===== config.mk =====
export PLATFORM = sky130hd
export DESIGN_NAME = particle_slot_pool_manager_top
export DESIGN_NICKNAME = d
export VERILOG_FILES = /design/src/rtl/pspm_pkg.sv /design/src/rtl/pspm_ram.sv /design/src/rtl/particle_slot_pool_manager_top.sv
export SDC_FILE = /design/constraint.sdc
export NUM_CORES = 2
export LEC_CHECK = 0
export CORE_MARGIN = 8
export CORE_UTILIZATION = 55
export DETAILED_ROUTE_END_ITERATION = 12
export DONT_BUFFER_PORTS = 1
export GPL_TIMING_DRIVEN = 0
export HOLD_SLACK_MARGIN = 0.1
export PLACE_DENSITY = 0.7
export SETUP_SLACK_MARGIN = 0.15
export SYNTH_ARGS = -nofsm -noshare
export SYNTH_HDL_FRONTEND = slang
export SYNTH_SLANG_ARGS = --single-unit
export TNS_END_PERCENT = 20

===== constraint.sdc =====
create_clock -name i_clk -period 6.3 [get_ports i_clk]
set_input_delay 0.945 -clock i_clk [delete_from_list [all_inputs] [get_ports i_clk]]
set_output_delay 0.945 -clock i_clk [all_outputs]
set_load 0.05 [all_outputs]

===== src/rtl/pspm_pkg.sv =====
package pspm_pkg;

    localparam int PARTICLE_SLOTS_DEF  = 64;
    localparam int TRANSFORM_SLOTS_DEF = 64;
    localparam int LIST_COUNT_DEF      = 16;

    localparam int CNT_W   = 7;
    localparam int EFF_W   = 16;
    localparam int USERS_W = 16;
    localparam int FIELD_SLOT_W = 6;
    localparam int FIELD_LIST_W = 4;

    typedef enum logic [1:0] {
        REQ_MAKE   = 2'd0,
        REQ_EJECT  = 2'd1,
        REQ_MAKE_T = 2'd2,
        REQ_INIT   = 2'd3
    } t_req;

    typedef enum logic [1:0] {
        ST_OK       = 2'd0,
        ST_EMPTY    = 2'd1,
        ST_NOTFOUND = 2'd2,
        ST_BAD      = 2'd3
    } t_status;

    localparam logic CFG_PCOUNT = 1'b0;
    localparam logic CFG_TCOUNT = 1'b1;

endpackage


===== src/rtl/pspm_ram.sv =====
module pspm_ram #(
    parameter int WIDTH = 8,
    parameter int DEPTH = 64
) (
    input  logic                     i_clk,
    input  logic                     i_we,
    input  logic [$clog2(DEPTH)-1:0] i_waddr,
    input  logic [WIDTH-1:0]         i_wdata,
    input  logic [$clog2(DEPTH)-1:0] i_raddr,
    output logic [WIDTH-1:0]         o_rdata
);
    logic [WIDTH-1:0] r_mem [DEPTH];
    logic [WIDTH-1:0] r_rdata;

    // one write port, one registered read port
    always_ff @(posedge i_clk) begin
        if (i_we) begin
            r_mem[i_waddr] <= i_wdata;
        end
        r_rdata <= r_mem[i_raddr];
    end

    assign o_rdata = r_rdata;
endmodule


===== src/rtl/particle_slot_pool_manager_top.sv =====
// Slot pool manager for particles and shared transforms.
// Requests arrive on the s_axis channel, one per transfer; every request gives
// exactly one result transfer on m_axis holding status, slot, effect id, the
// transform-freed flag and the four usage counters after the request.
// Config writes (index 0 particle pool count, 1 transform pool count) come on
// the cfg channel, are always ready, and take effect at the next init request.
// A small sequencer works around memories with registered reads, one access
// per memory per cycle. States per request: make transform S_MT, make particle
//   S_MK_R, S_MK_C, S_MK_W (and S_MK_W2 when inserted after a slot), eject
//   S_EJ_L, S_EJ_W walking the list (walk bounded by PARTICLE_SLOTS), S_EJ_U, S_EJ_F,
//   init one entry per cycle over max(PARTICLE_SLOTS, TRANSFORM_SLOTS) entries;
//   rejected requests end early. Each goes through S_OUT. The list walk of eject dominates the average rate.
// s_axis_tready is low while a request is in progress and while a result is
// held; the result register stays until m_axis_tready takes it, and the next
// request is taken from the cycle after that transfer.
// Reset empties both pools and all lists, zeroes counters and effect counter
// and sets both pool counts to 64. Until the first init every make reports
// pool empty. Live bits are flops; transform user counts sit in memory and
// are cleared by the init pass.
module particle_slot_pool_manager_top
    import pspm_pkg::*;
#(
    parameter int PARTICLE_SLOTS  = PARTICLE_SLOTS_DEF,
    parameter int TRANSFORM_SLOTS = TRANSFORM_SLOTS_DEF,
    parameter int LIST_COUNT      = LIST_COUNT_DEF
) (
    input  logic        i_clk,
    input  logic        i_rst_n,
    // tdata: req_type[1:0] slot[7:2] after_valid[8] list_index[12:9]
    //        use_generator[13] gen_transform_valid[14] gen_transform[20:15]
    //        gen_effect_id[36:21], zero fill [39:37]
    input  logic        s_axis_tvalid,
    output logic        s_axis_tready,
    input  logic [39:0] s_axis_tdata,
    // tdata: status[1:0] result_slot[7:2] effect_id[23:8] transform_freed[24]
    //        particles_used[31:25] particles_peak[38:32] transforms_used[45:39]
    //        transforms_peak[52:46], zero fill [55:53]
    output logic        m_axis_tvalid,
    input  logic        m_axis_tready,
    output logic [55:0] m_axis_tdata,
    input  logic        i_cfg_valid,
    output logic        o_cfg_ready,
    input  logic        i_cfg_index,
    input  logic [6:0]  i_cfg_data
);
    localparam int PW = $clog2(PARTICLE_SLOTS);
    localparam int TW = $clog2(TRANSFORM_SLOTS);
    localparam int LW = (LIST_COUNT > 1) ? $clog2(LIST_COUNT) : 1;
    localparam int PN = PW + 1;   // particle pointer with nil
    localparam int TN = TW + 1;
    localparam int FW = LW + TN;  // particle info: list, transform
    localparam logic [PN-1:0] P_NIL = PN'(PARTICLE_SLOTS);
    localparam logic [TN-1:0] T_NIL = TN'(TRANSFORM_SLOTS);
    localparam int PCW = $clog2(PARTICLE_SLOTS + 1);
    localparam int TCW = $clog2(TRANSFORM_SLOTS + 1);
    localparam int IW  = (PCW > TCW) ? PCW : TCW;

    typedef enum logic [11:0] {
        S_IDLE  = 12'b000000000001,
        S_INIT  = 12'b000000000010,
        S_MK_R  = 12'b000000000100,  // checks, read after-slot link and info
        S_MK_C  = 12'b000000001000,  // transform check, take free slot
        S_MK_W  = 12'b000000010000,  // write new link
        S_MK_W2 = 12'b000000100000,  // write after-slot link
        S_EJ_L  = 12'b000001000000,  // fetch list and transform of slot
        S_EJ_W  = 12'b000010000000,  // walk list
        S_EJ_U  = 12'b000100000000,  // unlink
        S_EJ_F  = 12'b001000000000,  // free particle, release transform
        S_MT    = 12'b010000000000,  // read transform link
        S_OUT   = 12'b100000000000
    } t_state;

    t_state r_state, n_state;

    // config registers
    logic [6:0] r_pcount, r_tcount;
    assign o_cfg_ready = 1'b1;
    always_ff @(posedge i_clk) begin
        if (!i_rst_n) begin
            r_pcount <= 7'd64;
            r_tcount <= 7'd64;
        end else if (i_cfg_valid) begin
            if (i_cfg_index == CFG_PCOUNT) r_pcount <= i_cfg_data;
            if (i_cfg_index == CFG_TCOUNT) r_tcount <= i_cfg_data;
        end
    end

    // request fields
    logic [5:0]  r_slot;
    logic        r_after, r_gen, r_tv;
    logic [3:0]  r_list_in;
    logic [5:0]  r_gtf;
    logic [15:0] r_geff;

    // per-slot flops
    logic [PARTICLE_SLOTS-1:0]  r_live;
    logic [PN-1:0]              r_heads   [LIST_COUNT];
    logic [PN-1:0]              r_pfree;
    logic [TN-1:0]              r_tfree;
    logic [EFF_W-1:0]           r_eff_cnt;
    logic [CNT_W-1:0]           r_pu, r_pp, r_tu, r_tp;

    // working registers
    logic [PN-1:0]  r_cur, r_prev, r_np, r_nxt;
    logic [LW-1:0]  r_list;
    logic [TN-1:0]  r_ptfc;
    logic [IW-1:0]  r_idx;
    logic [PW:0]    r_steps;
    logic [1:0]     r_st;
    logic [5:0]     r_rslot;
    logic [15:0]    r_reff;
    logic           r_freed;
    logic [55:0]    r_out;
    logic           r_ovalid;

    // particle link memory
    logic          p_we;
    logic [PW-1:0] p_wa, p_ra;
    logic [PN-1:0] p_wd, p_rd;
    pspm_ram #(.WIDTH(PN), .DEPTH(PARTICLE_SLOTS)) u_plink (
        .i_clk(i_clk), .i_we(p_we), .i_waddr(p_wa), .i_wdata(p_wd),
        .i_raddr(p_ra), .o_rdata(p_rd)
    );
    // particle info memory: list in the upper bits, transform in the lower
    logic          f_we;
    logic [PW-1:0] f_wa, f_ra;
    logic [FW-1:0] f_wd, f_rd;
    pspm_ram #(.WIDTH(FW), .DEPTH(PARTICLE_SLOTS)) u_pinfo (
        .i_clk(i_clk), .i_we(f_we), .i_waddr(f_wa), .i_wdata(f_wd),
        .i_raddr(f_ra), .o_rdata(f_rd)
    );
    // transform link memory
    logic          t_we;
    logic [TW-1:0] t_wa, t_ra;
    logic [TN-1:0] t_wd, t_rd;
    pspm_ram #(.WIDTH(TN), .DEPTH(TRANSFORM_SLOTS)) u_tlink (
        .i_clk(i_clk), .i_we(t_we), .i_waddr(t_wa), .i_wdata(t_wd),
        .i_raddr(t_ra), .o_rdata(t_rd)
    );
    // transform user count memory
    logic               u_we;
    logic [TW-1:0]      u_wa, u_ra;
    logic [USERS_W-1:0] u_wd, u_rd;
    pspm_ram #(.WIDTH(USERS_W), .DEPTH(TRANSFORM_SLOTS)) u_tusers (
        .i_clk(i_clk), .i_we(u_we), .i_waddr(u_wa), .i_wdata(u_wd),
        .i_raddr(u_ra), .o_rdata(u_rd)
    );

    // clamped init counts
    logic [IW-1:0] np_cnt, nt_cnt;
    assign np_cnt = (32'(r_pcount) > PARTICLE_SLOTS) ? IW'(PARTICLE_SLOTS) : IW'(r_pcount);
    assign nt_cnt = (32'(r_tcount) > TRANSFORM_SLOTS) ? IW'(TRANSFORM_SLOTS) : IW'(r_tcount);

    // checks for make particle (slot/transform widened against the pool)
    logic          slot_ok, tf_ok, tf_bad, list_ok, tf_rel;
    logic [PW-1:0] slot_ix;
    logic [TW-1:0] gtf_ix;
    logic [LW-1:0] mk_list;
    logic [TN-1:0] mk_tf;
    assign slot_ix = PW'(r_slot);
    assign gtf_ix  = TW'(r_gtf);
    assign slot_ok = (32'(r_slot) < PARTICLE_SLOTS) && r_live[slot_ix];
    assign tf_ok   = (32'(r_gtf) < TRANSFORM_SLOTS) && (u_rd != '0)
                     && (u_rd != {USERS_W{1'b1}});
    assign tf_bad  = r_gen && r_tv && !tf_ok;
    assign mk_list = r_after ? f_rd[FW-1:TN] : LW'(r_list_in);
    assign mk_tf   = (r_gen && r_tv) ? TN'(gtf_ix) : T_NIL;
    assign list_ok = r_after ? 1'b1 : (32'(r_list_in) < LIST_COUNT);
    // transform of the ejected particle still has users
    assign tf_rel  = (r_ptfc != T_NIL) && (u_rd != '0);

    assign s_axis_tready = (r_state == S_IDLE) && !r_ovalid;
    assign m_axis_tvalid = r_ovalid;
    assign m_axis_tdata  = r_out;

    // memory port control
    always_comb begin
        p_we = 1'b0; p_wa = r_np[PW-1:0]; p_wd = r_nxt; p_ra = r_cur[PW-1:0];
        t_we = 1'b0; t_wa = r_idx[TW-1:0]; t_wd = T_NIL; t_ra = r_tfree[TW-1:0];
        f_we = 1'b0; f_wa = r_np[PW-1:0]; f_wd = {mk_list, mk_tf}; f_ra = slot_ix;
        u_we = 1'b0; u_wa = gtf_ix; u_wd = u_rd + 1'b1; u_ra = gtf_ix;
        case (r_state)
            S_INIT: begin
                p_we = r_idx < np_cnt;
                p_wa = r_idx[PW-1:0];
                p_wd = (r_idx + 1'b1 < np_cnt) ? PN'(r_idx + 1'b1) : P_NIL;
                t_we = r_idx < nt_cnt;
                t_wd = (r_idx + 1'b1 < nt_cnt) ? TN'(r_idx + 1'b1) : T_NIL;
                u_we = 32'(r_idx) < TRANSFORM_SLOTS;
                u_wa = r_idx[TW-1:0];
                u_wd = '0;
            end
            S_IDLE: begin
                p_ra = r_pfree[PW-1:0];
                f_ra = PW'(s_axis_tdata[7:2]);
            end
            S_MK_R: p_ra = slot_ix;
            S_MK_C: begin
                f_we = !tf_bad;
                u_we = r_gen && r_tv && !tf_bad;
            end
            S_MK_W: p_we = 1'b1;
            S_MK_W2: begin
                p_we = 1'b1; p_wa = slot_ix; p_wd = r_np;
            end
            S_EJ_U: begin
                p_we = (r_prev != P_NIL);
                p_wa = r_prev[PW-1:0];
                p_wd = p_rd;
                u_ra = r_ptfc[TW-1:0];
            end
            S_EJ_F: begin
                p_we = 1'b1; p_wa = r_cur[PW-1:0]; p_wd = r_pfree;
                u_we = tf_rel; u_wa = r_ptfc[TW-1:0]; u_wd = u_rd - 1'b1;
                t_we = tf_rel && (u_rd == USERS_W'(1));
                t_wa = r_ptfc[TW-1:0]; t_wd = r_tfree;
            end
            S_MT: begin
                u_we = r_idx[0]; u_wa = r_tfree[TW-1:0]; u_wd = USERS_W'(1);
            end
            default: ;
        endcase
    end

    // sequencer
    always_ff @(posedge i_clk) begin
        if (!i_rst_n) begin
            r_state   <= S_IDLE;
            r_ovalid  <= 1'b0;
            r_live    <= '0;
            r_pfree   <= P_NIL;
            r_tfree   <= T_NIL;
            r_eff_cnt <= '0;
            r_pu <= '0; r_pp <= '0; r_tu <= '0; r_tp <= '0;
            for (int i = 0; i < LIST_COUNT; i++) r_heads[i] <= P_NIL;
        end else begin
            if (r_ovalid && m_axis_tready) r_ovalid <= 1'b0;
            case (r_state)
                S_IDLE: if (s_axis_tvalid && !r_ovalid) begin
                    r_slot <= s_axis_tdata[7:2];
                    r_after <= s_axis_tdata[8]; r_list_in <= s_axis_tdata[12:9];
                    r_gen <= s_axis_tdata[13]; r_tv <= s_axis_tdata[14];
                    r_gtf <= s_axis_tdata[20:15]; r_geff <= s_axis_tdata[36:21];
                    r_st <= ST_OK; r_rslot <= '0; r_reff <= '0; r_freed <= 1'b0;
                    r_idx <= '0; r_steps <= '0; r_prev <= P_NIL;
                    r_np <= r_pfree;
                    case (t_req'(s_axis_tdata[1:0]))
                        REQ_MAKE: r_state <= S_MK_R;
                        REQ_EJECT: begin
                            if ((32'(s_axis_tdata[7:2]) >= PARTICLE_SLOTS)
                                || !r_live[PW'(s_axis_tdata[7:2])]) begin
                                r_st <= ST_NOTFOUND; r_state <= S_OUT;
                            end else begin
                                r_state <= S_EJ_L;
                            end
                        end
                        REQ_MAKE_T: begin
                            if (r_tfree == T_NIL) begin
                                r_st <= ST_EMPTY; r_state <= S_OUT;
                            end else r_state <= S_MT;
                        end
                        default: begin
                            r_live <= '0;
                            r_pu <= '0; r_pp <= '0; r_tu <= '0; r_tp <= '0;
                            for (int i = 0; i < LIST_COUNT; i++) r_heads[i] <= P_NIL;
                            r_state <= S_INIT;
                        end
                    endcase
                end
                S_INIT: begin
                    r_idx <= r_idx + 1'b1;
                    if (32'(r_idx) == ((PARTICLE_SLOTS > TRANSFORM_SLOTS) ?
                                       PARTICLE_SLOTS : TRANSFORM_SLOTS) - 1) begin
                        r_pfree <= (np_cnt != '0) ? '0 : P_NIL;
                        r_tfree <= (nt_cnt != '0) ? '0 : T_NIL;
                        r_state <= S_OUT;
                    end
                end
                S_MK_R: begin
                    // free head link read from idle arrives on p_rd
                    r_nxt <= p_rd;
                    if (r_pfree == P_NIL) begin
                        r_st <= ST_EMPTY; r_state <= S_OUT;
                    end else if (r_after && !slot_ok) begin
                        r_st <= ST_BAD; r_state <= S_OUT;
                    end else if (!list_ok) begin
                        r_st <= ST_BAD; r_state <= S_OUT;
                    end else begin
                        r_state <= S_MK_C;
                    end
                end
                S_MK_C: begin
                    // p_rd holds link of the after-slot, f_rd its list, u_rd the users
                    if (tf_bad) begin
                        r_st <= ST_BAD; r_state <= S_OUT;
                    end else begin
                        r_pfree <= r_nxt;
                        r_pu <= r_pu + 1'b1;
                        if (r_pp < r_pu + 1'b1) r_pp <= r_pu + 1'b1;
                        if (r_gen) r_reff <= r_geff;
                        else begin
                            r_eff_cnt <= r_eff_cnt + 1'b1;
                            r_reff <= r_eff_cnt + 1'b1;
                        end
                        r_nxt <= r_after ? p_rd : r_heads[mk_list];
                        if (!r_after) r_heads[mk_list] <= r_np;
                        r_live[r_np[PW-1:0]] <= 1'b1;
                        r_rslot <= 6'(r_np);
                        r_state <= S_MK_W;
                    end
                end
                S_MK_W: r_state <= r_after ? S_MK_W2 : S_OUT;
                S_MK_W2: r_state <= S_OUT;
                S_EJ_L: begin
                    r_list <= f_rd[FW-1:TN];
                    r_ptfc <= f_rd[TN-1:0];
                    r_cur <= r_heads[f_rd[FW-1:TN]];
                    r_state <= S_EJ_W;
                end
                S_EJ_W: begin
                    // p_ra = r_cur issued this cycle; data is taken on the pass with r_idx[0] set
                    if (r_cur == P_NIL || 32'(r_steps) >= PARTICLE_SLOTS) begin
                        r_st <= ST_NOTFOUND; r_state <= S_OUT;
                    end else if (r_cur == PN'(r_slot)) begin
                        r_state <= S_EJ_U;
                    end else if (r_idx[0]) begin
                        r_prev <= r_cur; r_cur <= p_rd;
                        r_steps <= r_steps + 1'b1;
                        r_idx <= '0;
                    end else r_idx <= IW'(1);
                end
                S_EJ_U: begin
                    if (r_prev == P_NIL) r_heads[r_list] <= p_rd;
                    r_state <= S_EJ_F;
                end
                S_EJ_F: begin
                    if (tf_rel && (u_rd == USERS_W'(1))) begin
                        r_tfree <= r_ptfc;
                        if (r_tu != '0) r_tu <= r_tu - 1'b1;
                        r_freed <= 1'b1;
                    end
                    r_live[r_cur[PW-1:0]] <= 1'b0;
                    r_pfree <= r_cur;
                    if (r_pu != '0) r_pu <= r_pu - 1'b1;
                    r_rslot <= 6'(r_cur);
                    r_state <= S_OUT;
                end
                S_MT: begin
                    if (r_idx[0]) begin
                        r_tfree <= t_rd;
                        r_tu <= r_tu + 1'b1;
                        if (r_tp < r_tu + 1'b1) r_tp <= r_tu + 1'b1;
                        r_rslot <= 6'(r_tfree);
                        r_state <= S_OUT;
                    end else r_idx <= IW'(1);
                end
                S_OUT: begin
                    r_out <= {3'b0, r_tp, r_tu, r_pp, r_pu,
                              (r_st == ST_OK) & r_freed,
                              (r_st == ST_OK) ? r_reff : 16'd0,
                              (r_st == ST_OK) ? r_rslot : 6'd0, r_st};
                    r_ovalid <= 1'b1;
                    r_state <= S_IDLE;
                end
                default: r_state <= S_IDLE;
            endcase
        end
    end

    // usage never exceeds peak
    a_peak: assert property (@(posedge i_clk) disable iff (!i_rst_n)
        (r_pu <= r_pp) && (r_tu <= r_tp)) else $error("usage above peak");
    // no new request while a result is held
    a_hold: assert property (@(posedge i_clk) disable iff (!i_rst_n)
        r_ovalid |-> !s_axis_tready) else $error("ready while result held");
    // result is valid in the cycle after the output state
    a_out: assert property (@(posedge i_clk) disable iff (!i_rst_n)
        (r_state == S_OUT) |=> r_ovalid) else $error("result lost");
endmodule

==> flow_metrics.tcl <==
set metrics [dict create \
    fmax_ghz 0.155 \
    viasPerCell 6.70 \
    yosys_most_used_dff "edfxtp_1" \
    period_share_pct 102 \
    path_max_fanout 10 \
    fin_setup_tns_ns -0.214 \
    drv_slew 23 \
    post-cts-setup-buffers 0 \
    post-synth-top-count-cell "edfxtp_1" \
    regArea_mm2 0.0909 \
    synth.avg_cell_area_um2 14.2 \
    hold_viol 0 \
    antenna_found_initial 23 \
    layout.nets 9539 \
    cts.sink_count 3092 \
    dp.cells 12100 \
    yosys_warnings 0 \
    vdd_drop_max_mv 0.280 \
    dpl.hpwl_um 288000 \
    ant_nets 0 \
    firstDrtPassIters 8 \
    die_y_um 497 \
    layout_setup_ws_ns -0.133 \
    cts_max_path_buffers 4 \
    io_pins 112 \
    status "finished, violations left" \
    synth_area_mm2 0.127 \
    cts_tree "built" \
    synth_cell_types 93 \
    yosys-top-cells-area "edfxtp_1 (68%), mux4_2 (4.6%), nand2_1 (4.6%), dfxtp_1 (3.0%), mux2i_1 (2.4%)" \
    postSynthCellCount 8932 \
    finalCriticalPeriod_ns 6.43 \
    hold_ws_ns 0.141 \
    start_kind "flop" \
    drv_cap 3 \
    synth_seq_cells 3092 \
    core_area_mm2 0.230 \
    start_util_pct 55.3 \
    globalplace.congestion 1.00 \
    grt_overflow 0 \
    worstPathRequired_ns 7.07 \
    wirelength_um 419000 \
    drc 0 \
    skew_ns 0.0877 \
    violations "capacitance limit, slew limit, setup timing" \
    clk_pin_slew_ns 0.07 \
    grt_max_degree 74 \
    power_mw 50.7 \
    synth_edf_count 2902 \
    rsz0062_at_grt "yes" \
    cp-end-kind "flop" \
    synthArstFlopShare_pct 0 \
    cts_buffers 330 \
    synth_top_cell_by_area "edfxtp_1" \
    netlist.area_leader.share_pct 68.5 \
    hold_class "in -> reg" \
    routedWlPerCell_um 32.9 \
    grt_pass1_wl_um 586000 \
    syn_to_final_growth_pct 13.7 \
    fp.dieW_um 497 \
    numPortBuffers 0 \
    synth_common_cells "edfxtp_1 (2902), nand2_1 (1550), nor2_1 (577)" \
    root_buffer "clkbuf_16" \
    rows 176 \
    slew_headroom_pct -1.07 \
    place_ws_ns -0.107 \
    setup_viol 2 \
    die_area_mm2 0.247 \
    path_class "reg -> reg" \
    final_cells 12700 \
    multi_input_area_mm2 0.0343 \
    h-tree-depth 5 \
    yosysSeqAreaShare_pct 71.5 \
    leakagePower_nw 47.4 \
    worst-endpoint-arrival_ns 7.20 \
    drive_gt1_share_pct 12.7 \
    grt_util_all_layers_pct 32.6 \
    power_density_mw_per_mm2 350 \
    fillers 16700 \
    first_iter_violations 13000 \
    grt_pass1_vias 81500 \
    vias 85200 \
    worst_slew_pin_slew_ns 1.51 \
    clkLatencyLatePin_ns 0.99 \
]
[power breakdown]
group          switching (mW)  internal, mW
Combinational            5.98          2.12
Clock                    7.94          11.2
Sequential              0.249          23.2
[what timing repair did]
| action | 4_1_cts | 5_1_grt |
|---|---|---|
| hold buffers | 34 | 0 |
| resized for setup | 1 | 5 |
| endpoints found under the setup margin | 3 | 3 |
| hold endpoints to repair | 34 | 0 |
[metrics by stage]
stage          cell area, um^2  util, %
2_1_floorplan           127000        -
3_3_place_gp            131000     57.0
3_5_place_dp            134000     58.1
4_1_cts                 145000     62.8
5_1_grt                 145000     62.9
6_report                145000     62.9
[placed cells by master, fill, tap and decap left out, drive strengths merged, types with 162 or more instances in the layout]
cell	synthesis	final
mux4	262	262
a31oi	176	176
edfxtp	2902	2902
buf	223	353
nand3	483	483
nor2	578	578
nand2	1550	1550
a21oi	258	258
o21ai	162	162
and3	162	162
dfxtp	190	190
mux2i	302	302
clkbuf	359	760
[layer usage]
metal	routed length, um	global-route usage, %	vias up
li1	-	-	35300
met1	159000	44.4	42600
met2	187000	49.6	6034
met3	49400	8.06	1192
met4	23600	15.5	8
met5	50	0	-
[flip-flops by register name (all words and copies together) (netlist names), 11 cells and up]
| name | count |
|---|---|
| r_eff_cnt | 16 |
| u_plink.r_mem | 448 |
| m_axis_tdata | 53 |
| u_pinfo.r_mem | 704 |
| r_live | 64 |
| r_state | 12 |
| u_pinfo.o_rdata | 11 |
| u_tusers.r_mem | 1024 |
| r_geff | 16 |
| u_tusers.o_rdata | 16 |
| r_heads | 112 |
| r_reff | 16 |
| u_tlink.r_mem | 448 |
[final cells by class]
type,instances,share of cell area (%)
Sequential cell,3092,62.9
Multi-Input combinational cell,5228,23.7
Clock buffer,402,6.04
Tap cell,3026,2.62
Buffer,582,1.76
Timing Repair Buffer,167,1.74
Clock inverter,174,1.18
Inverter,32,0.0830
Antenna cell,11,0.0190
[path summary, 6_finish.rpt]
check	start	end	slack, ns	depth (start not counted)
setup reg to reg	r_state[10]	u_pinfo.o_rdata[0]	-0.13	11
hold reg to reg	u_pinfo.o_rdata[3]	r_ptfc[3]	0.40	0
hold / removal	i_cfg_data[2]	r_pcount[2]	0.14	2
setup / recovery	r_state[10]	u_pinfo.o_rdata[0]	-0.13	11
[critical path: stages, from the launching register on]
cell       delay (ns)
dfxtp_1          0.31
clkbuf_1         0.24
nor4_1           0.81
and3_1           0.33
buf_2            0.45
mux2i_1          1.09
clkbuf_1         0.66
clkbuf_1         0.92
o2111ai_1        0.54
nand3_1          0.32
o21ai_0          0.12
o21ai_0          0.44
[logic make-up after synthesis]
kind of cell	share of synthesized area, %
compound gates	7.17
xor+xnor	0.330
fa+ha+maj	0.521
buf+inv	2.08
flops	71.5
mux	7.27
other cells	0.00590
simple gates	11.2
Note: power is estimated with default switching activity, not from simulation.
